File: config.mk
export PLATFORM = sky130hd
export DESIGN_NAME = tbc_div
export DESIGN_NICKNAME = d
export VERILOG_FILES = /design/src/rtl/tbc_pkg.sv /design/src/rtl/tbc_div.sv
export SDC_FILE = /design/constraint.sdc
export NUM_CORES = 1
export LEC_CHECK = 0
export BUFFER_PORTS_ARGS = -buffer_cell sky130_fd_sc_hd__buf_4
export CORE_ASPECT_RATIO = 1.2
export CORE_UTILIZATION = 25
export DETAILED_ROUTE_END_ITERATION = 10
export RECOVER_POWER = 50
export SLEW_MARGIN = 20
export SYNTH_ARGS = -nofsm -noshare
export SYNTH_HDL_FRONTEND = slang
export SYNTH_SLANG_ARGS = --single-unit
File: constraint.sdc
create_clock -name clk -period 5.4 [get_ports clk]
set_input_delay 0.27 -clock clk [delete_from_list [all_inputs] [get_ports clk]]
set_output_delay 0.27 -clock clk [all_outputs]
set_load 0.01 [all_outputs]
File: src/rtl/tbc_pkg.sv
// ----------------------------------------------------------------------------
// Line time base corrector package
// Payload types, register indexes and reset values that the block's files share.
// ----------------------------------------------------------------------------
`default_nettype none

package tbc_pkg;

  localparam int SAMPLE_BITS = 16;
  localparam int TGT_BITS    = 12;
  localparam int LPF_BITS    = 10;
  localparam int IDX_BITS    = 11;
  localparam int FIELD_BITS  = 16;

  localparam logic [TGT_BITS-1:0] TGT_MIN = 12'd2;
  localparam logic [TGT_BITS-1:0] TGT_MAX = 12'd2048;

  // Configuration register indexes
  localparam logic [1:0] CFG_SYNC_THRESHOLD     = 2'd0;
  localparam logic [1:0] CFG_TARGET_LINE_LENGTH = 2'd1;
  localparam logic [1:0] CFG_LINES_PER_FIELD    = 2'd2;

  // Register reset values
  localparam logic signed [SAMPLE_BITS-1:0] THR_RESET = -16'sd9830;
  localparam logic [TGT_BITS-1:0]           TGT_RESET = 12'd910;
  localparam logic [LPF_BITS-1:0]           LPF_RESET = 10'd262;

  // Input opcodes
  localparam logic OP_SAMPLE = 1'b0;
  localparam logic OP_TICK   = 1'b1;

  typedef struct packed {
    logic                          opcode;
    logic signed [SAMPLE_BITS-1:0] sample_value;
  } in_t;

  typedef struct packed {
    logic signed [SAMPLE_BITS-1:0] corrected_sample;
    logic [IDX_BITS-1:0]           sample_index;
    logic [LPF_BITS-1:0]           line_in_field;
    logic [FIELD_BITS-1:0]         field_number;
    logic                          last_of_line;
    logic                          last_of_field;
    logic                          line_truncated;
    logic                          line_dropped;
  } out_t;

  // Divider handshake status
  typedef struct packed {
    logic busy;
    logic done;
  } div_stat_t;

endpackage

`default_nettype wire

File: src/rtl/tbc_div.sv
// ----------------------------------------------------------------------------
// Line time base corrector ratio divider
// Restoring divider, one quotient bit a cycle, for the per-line step ratio.
// ----------------------------------------------------------------------------
`default_nettype none

module tbc_div #(
  parameter int NW = 27,
  parameter int DW = 11
) (
  input  wire logic          clk,
  input  wire logic          rst_n,
  input  wire logic          start,
  input  wire logic [NW-1:0] numer,
  input  wire logic [DW-1:0] denom,
  output tbc_pkg::div_stat_t stat,
  output      logic [NW-1:0] quot
);
  import tbc_pkg::*;

  localparam int CNTW = $clog2(NW + 1);

  logic [NW-1:0]   num_r, num_nxt;
  logic [DW-1:0]   den_r;
  logic [DW-1:0]   rem_r, rem_nxt;
  logic [CNTW-1:0] cnt_r, cnt_nxt;
  logic            busy_r, busy_nxt;
  logic            done_r, done_nxt;
  logic [DW:0]     rem_sh;

  // One restoring step: shift in the next numerator bit, subtract if it fits
  always_comb begin
    rem_sh   = {rem_r, num_r[NW-1]};
    num_nxt  = num_r;
    rem_nxt  = rem_r;
    cnt_nxt  = cnt_r;
    busy_nxt = busy_r;
    done_nxt = 1'b0;
    if (start) begin
      num_nxt  = numer;
      rem_nxt  = '0;
      cnt_nxt  = CNTW'(NW);
      busy_nxt = 1'b1;
    end else if (busy_r) begin
      if (rem_sh >= {1'b0, den_r}) begin
        rem_nxt = DW'(rem_sh - {1'b0, den_r});
        num_nxt = {num_r[NW-2:0], 1'b1};
      end else begin
        rem_nxt = rem_sh[DW-1:0];
        num_nxt = {num_r[NW-2:0], 1'b0};
      end
      cnt_nxt = cnt_r - 1'b1;
      if (cnt_r == CNTW'(1)) begin
        busy_nxt = 1'b0;
        done_nxt = 1'b1;
      end
    end
  end

  always_ff @(posedge clk) begin
    if (!rst_n) begin
      busy_r <= 1'b0;
      done_r <= 1'b0;
      cnt_r  <= '0;
    end else begin
      busy_r <= busy_nxt;
      done_r <= done_nxt;
      cnt_r  <= cnt_nxt;
    end
  end

  // Hold operands; no reset needed
  always_ff @(posedge clk) begin
    num_r <= num_nxt;
    rem_r <= rem_nxt;
    if (start) den_r <= denom;
  end

  assign stat.busy = busy_r;
  assign stat.done = done_r;
  assign quot      = num_r;

endmodule

`default_nettype wire

==> results.rst <==
.. list-table::
   :header-rows: 1

   * - Metric
     - Value
   * - Result of the run
     - complete, but fails checks
   * - Violated checks
     - DRC, capacitance limit, slew limit
   * - Yosys synthesis warning count
     - 0
   * - Worst-Skew Late Latency
     - 0.30 ns
   * - Post-route setup slack
     - 1.941 ns
   * - Yosys top cell area share
     - 41.17%
   * - Data arrival time of the worst path
     - 3.39 ns
   * - Grt peak-use layer
     - met2
   * - Maximum clock path buffer count
     - 2
   * - Final hold viol count
     - 0
   * - Number of antenna cells inserted
     - 0
   * - Worst vdd ir
     - 0.1260 mV
   * - Post-Syn Area
     - 0.002771 mm2
   * - Register-to-Register Path Depth
     - 9
   * - Power density over the cells
     - 300.0 mW/mm2
   * - Final nets
     - 351
   * - Port Buf Inserts
     - 69
   * - Met1 Resource Use GR
     - 13.35%
   * - R2r endpoint
     - rem_r[3]
   * - Number of pins with negative max-slew slack in the final report
     - 54
   * - Number of violations of the max-capacitance limit
     - 1
   * - Wirelength, routed
     - 5881 um
   * - Met2 Usage GRT
     - 18.05%
   * - Buf+Inv Stages, Crit Path
     - 2
   * - Leading area contributor after synthesis
     - sky130_fd_sc_hd__edfxtp_1
   * - Via count
     - 1931
   * - Worst Path Class, Setup
     - in -> reg
   * - Largest net degree at the start of global routing
     - 54
   * - Die X-Extent
     - 98.12 um
   * - Num CTS Buffers
     - 5
   * - Most common cell after layout, fill and taps aside
     - sky130_fd_sc_hd__edfxtp_1
   * - Reg-to-Reg Start
     - quot[26]
   * - Leakage power summed over all cells
     - 1.352 nW
   * - Worst slack at placement
     - 2.867 ns
   * - Cell family contributing the most delay on the critical path
     - buffers and inverters
   * - Rel. slew slack
     - -77.38%
   * - Multi-input logic area
     - 0.001154 mm2
   * - Sequential share of the synthesized area
     - 54.18%
   * - Clock Skew
     - 0.003950 ns
   * - Ys flop type
     - sky130_fd_sc_hd__edfxtp_1
   * - CP Launch Type
     - input pin
   * - 1st-pass router iterations
     - 7
   * - Clock Sinks
     - 56
   * - Number of global-route vias before repair
     - 1992
   * - Routed length per instance
     - 13.81 um
   * - Cells on Worst Hold Path
     - 1
   * - Remaining Overflow, GRT
     - 0
   * - CP max FO
     - 53
   * - H-tree levels
     - 2
   * - Number of antenna violations at the first check in global routing
     - 0
   * - Ratio of cells with drive above 1 in the final layout
     - 26.94%
   * - Cell row count
     - 41
   * - Cell breakdown of the critical path
     - clkbuf_1 -> nor2_1 -> clkinv_1
   * - First-iteration detailed-routing DRC count
     - 81
   * - CTS tree
     - built
   * - Largest cells by area after synthesis
     - sky130_fd_sc_hd__edfxtp_1 (41%), sky130_fd_sc_hd__dfxtp_1 (13%), sky130_fd_sc_hd__mux2_2 (11%)
   * - Vias/cell
     - 4.533
   * - Final worst path period share
     - 64.05%
   * - Worst Hold Launch
     - denom[2]
   * - Async S/R FF share, synth
     - 0%
   * - Highest-count cells in the layout ignoring fill and taps
     - sky130_fd_sc_hd__edfxtp_1 (38), sky130_fd_sc_hd__buf_4 (31), sky130_fd_sc_hd__mux2_2 (27), sky130_fd_sc_hd__clkbuf_1 (27), sky130_fd_sc_hd__dfxtp_1 (18)
   * - Layout overhead on the synthesized area
     - 24.11%
   * - Clock Pin Slew Worst Setup and Hold Paths
     - 0.07 ns
   * - Number of gates resized after CTS
     - 0
   * - Number of failing setup endpoints in the final timing report
     - 0
   * - Root buf cell
     - sky130_fd_sc_hd__clkbuf_16
   * - I/O pin cnt
     - 70
   * - Count of flip-flops with a built-in enable after synthesis
     - 38
   * - Internal reg-to-reg setup slack
     - 2.81 ns
   * - Floorplan die area
     - 0.01151 mm2
   * - Number of setup buffers added after CTS
     - 0
   * - GRT met3 Usage
     - 2.861%
   * - Syn Area/Cell
     - 12.05 um2
   * - Hpwl dp
     - 4259 um
   * - Initial cell density of the core
     - 25.97%
   * - Worst Hold End
     - den_r[2]
   * - Req. time, crit path
     - 5.33 ns
   * - Filler instances
     - 1122
   * - Achievable Freq
     - 289.1 MHz
   * - Kind of end point of the critical path
     - flop
   * - Cell with the largest stage delay on the worst path
     - sky130_fd_sc_hd__clkbuf_1
   * - Net count of the mapped netlist
     - 285
   * - Global-route usage over all layers
     - 10.84%
   * - Slowest cell delay on critical path
     - 1.85 ns
   * - Number of distinct library cells after synthesis
     - 41
   * - Global placer's final weighted congestion
     - 0.8224
   * - Post-route antenna net violation count
     - 0
   * - Wire length of the first global-routing pass
     - 9929 um
   * - Hold-fix buffer count after cts
     - 0
   * - Worst Max-Slew Pin Slew
     - 2.661 ns
   * - Number of register bits inferred by synthesis
     - 56
   * - Sum of negative setup slack
     - 0 ns
   * - Path class of the lowest-slack min-delay path
     - in -> reg
   * - Synth Instances
     - 230
   * - Core Box Area
     - 0.01067 mm2
   * - Final period demand of the worst path
     - 3.459 ns
   * - Number of design rule violations left after detail routing
     - 1
   * - Vertical die dimension
     - 117.3 um
   * - Register Area
     - 0.001501 mm2
   * - Setup repair after global routing missed its margin
     - no
-- synthesized netlist by cell type, types with 3 or more instances --
master and count:
sky130_fd_sc_hd__edfxtp_1 38, sky130_fd_sc_hd__mux2_2 27, sky130_fd_sc_hd__dfxtp_1 18, sky130_fd_sc_hd__inv_1 17, sky130_fd_sc_hd__nor2_1 17, sky130_fd_sc_hd__ha_1 13, sky130_fd_sc_hd__a21oi_1 11, sky130_fd_sc_hd__nand2_1 10
sky130_fd_sc_hd__o21ai_0 9, sky130_fd_sc_hd__xor2_1 7, sky130_fd_sc_hd__nand2b_1 5, sky130_fd_sc_hd__a311oi_1 4, sky130_fd_sc_hd__a32oi_1 4, sky130_fd_sc_hd__clkbuf_1 4, sky130_fd_sc_hd__nor3_1 4, sky130_fd_sc_hd__buf_1 3
sky130_fd_sc_hd__nand3_1 3, sky130_fd_sc_hd__o31ai_1 3, sky130_fd_sc_hd__xnor2_1 3
-- how the worst max path moves through the flow --
stage	cells after the start	startpoint	end
2_1_floorplan	9	quot[26]	rem_r[3]
3_3_place_gp	9	quot[26]	rem_r[3]
3_5_place_dp	9	quot[26]	rem_r[3]
4_1_cts	9	quot[26]	rem_r[3]
5_1_grt	3	start	quot[25]
6_report	3	start	quot[3]
-- logic make-up after synthesis --
group                      after synthesis  synth area share, %
AOI/OAI and AO/OA                       46                11.78
adders and majority gates               14                6.592
xor gates and xnor gates                10                3.160
DFF                                     56                54.18
buffers and inverters                   27                4.198
and+or+nand+nor                         49                8.759
muxes                                   28                11.33
-- stage by stage --
stage          hold slack (ns)  util, %  total power, W  area [um2]  std cells
2_1_floorplan           0.3689        -       0.0006413        2771        230
3_3_place_gp            0.4489    31.85       0.0007223        3398        418
3_5_place_dp            0.4495    31.85       0.0007265        3398        418
4_1_cts                 0.1301    33.18        0.001063        3541        426
5_1_grt                 0.1538    32.24        0.001087        3440        426
6_report                0.1629    32.24        0.001032        3440        426
-- flip-flops by register name (all words and copies together), names as in the netlist --
name and flops:
rem_r 11, cnt_r 5, done_r 1, busy_r 1, quot 27, den_r 11
-- area by class of cell --
| type | instances | share of cell area, % |
|---|---|---|
| sequential | 56 | 43.65 |
| multi-input combinational | 147 | 33.54 |
| inverter | 17 | 1.855 |
| clock buffer | 5 | 3.638 |
| tap | 129 | 4.693 |
| timing repair buffer | 69 | 12.11 |
| clock inverter | 3 | 0.5093 |
-- power by group --
part	total [W]	internal (W)	switching [W]	leakage (nW)
Clock	0.000332	0.000172	0.000160	0.0716
Sequential	0.000525	0.000501	0.0000231	0.528
Combinational	0.000175	0.0000844	0.0000909	0.752
Total	0.00103	0.000758	0.000274	1.35
-- metal layers --
layer	share of wire [%]	vias up
met4	1.5	0
met5	0	-
met1	45	907
li1	-	982
met3	4.8	6
met2	49	36
-- worst reg2reg max path, delay by kind of cell, from the launching register on --
kind                     cells  cell delay [ns]
AO/OA/AOI/OAI                4             0.79
adder cells (fa/ha/maj)      2             0.62
buffers and inverters        1             0.06
flip-flops                   1             0.36
AND/OR/NAND/NOR              2             0.62
Power figures use the tool's default switching activity.
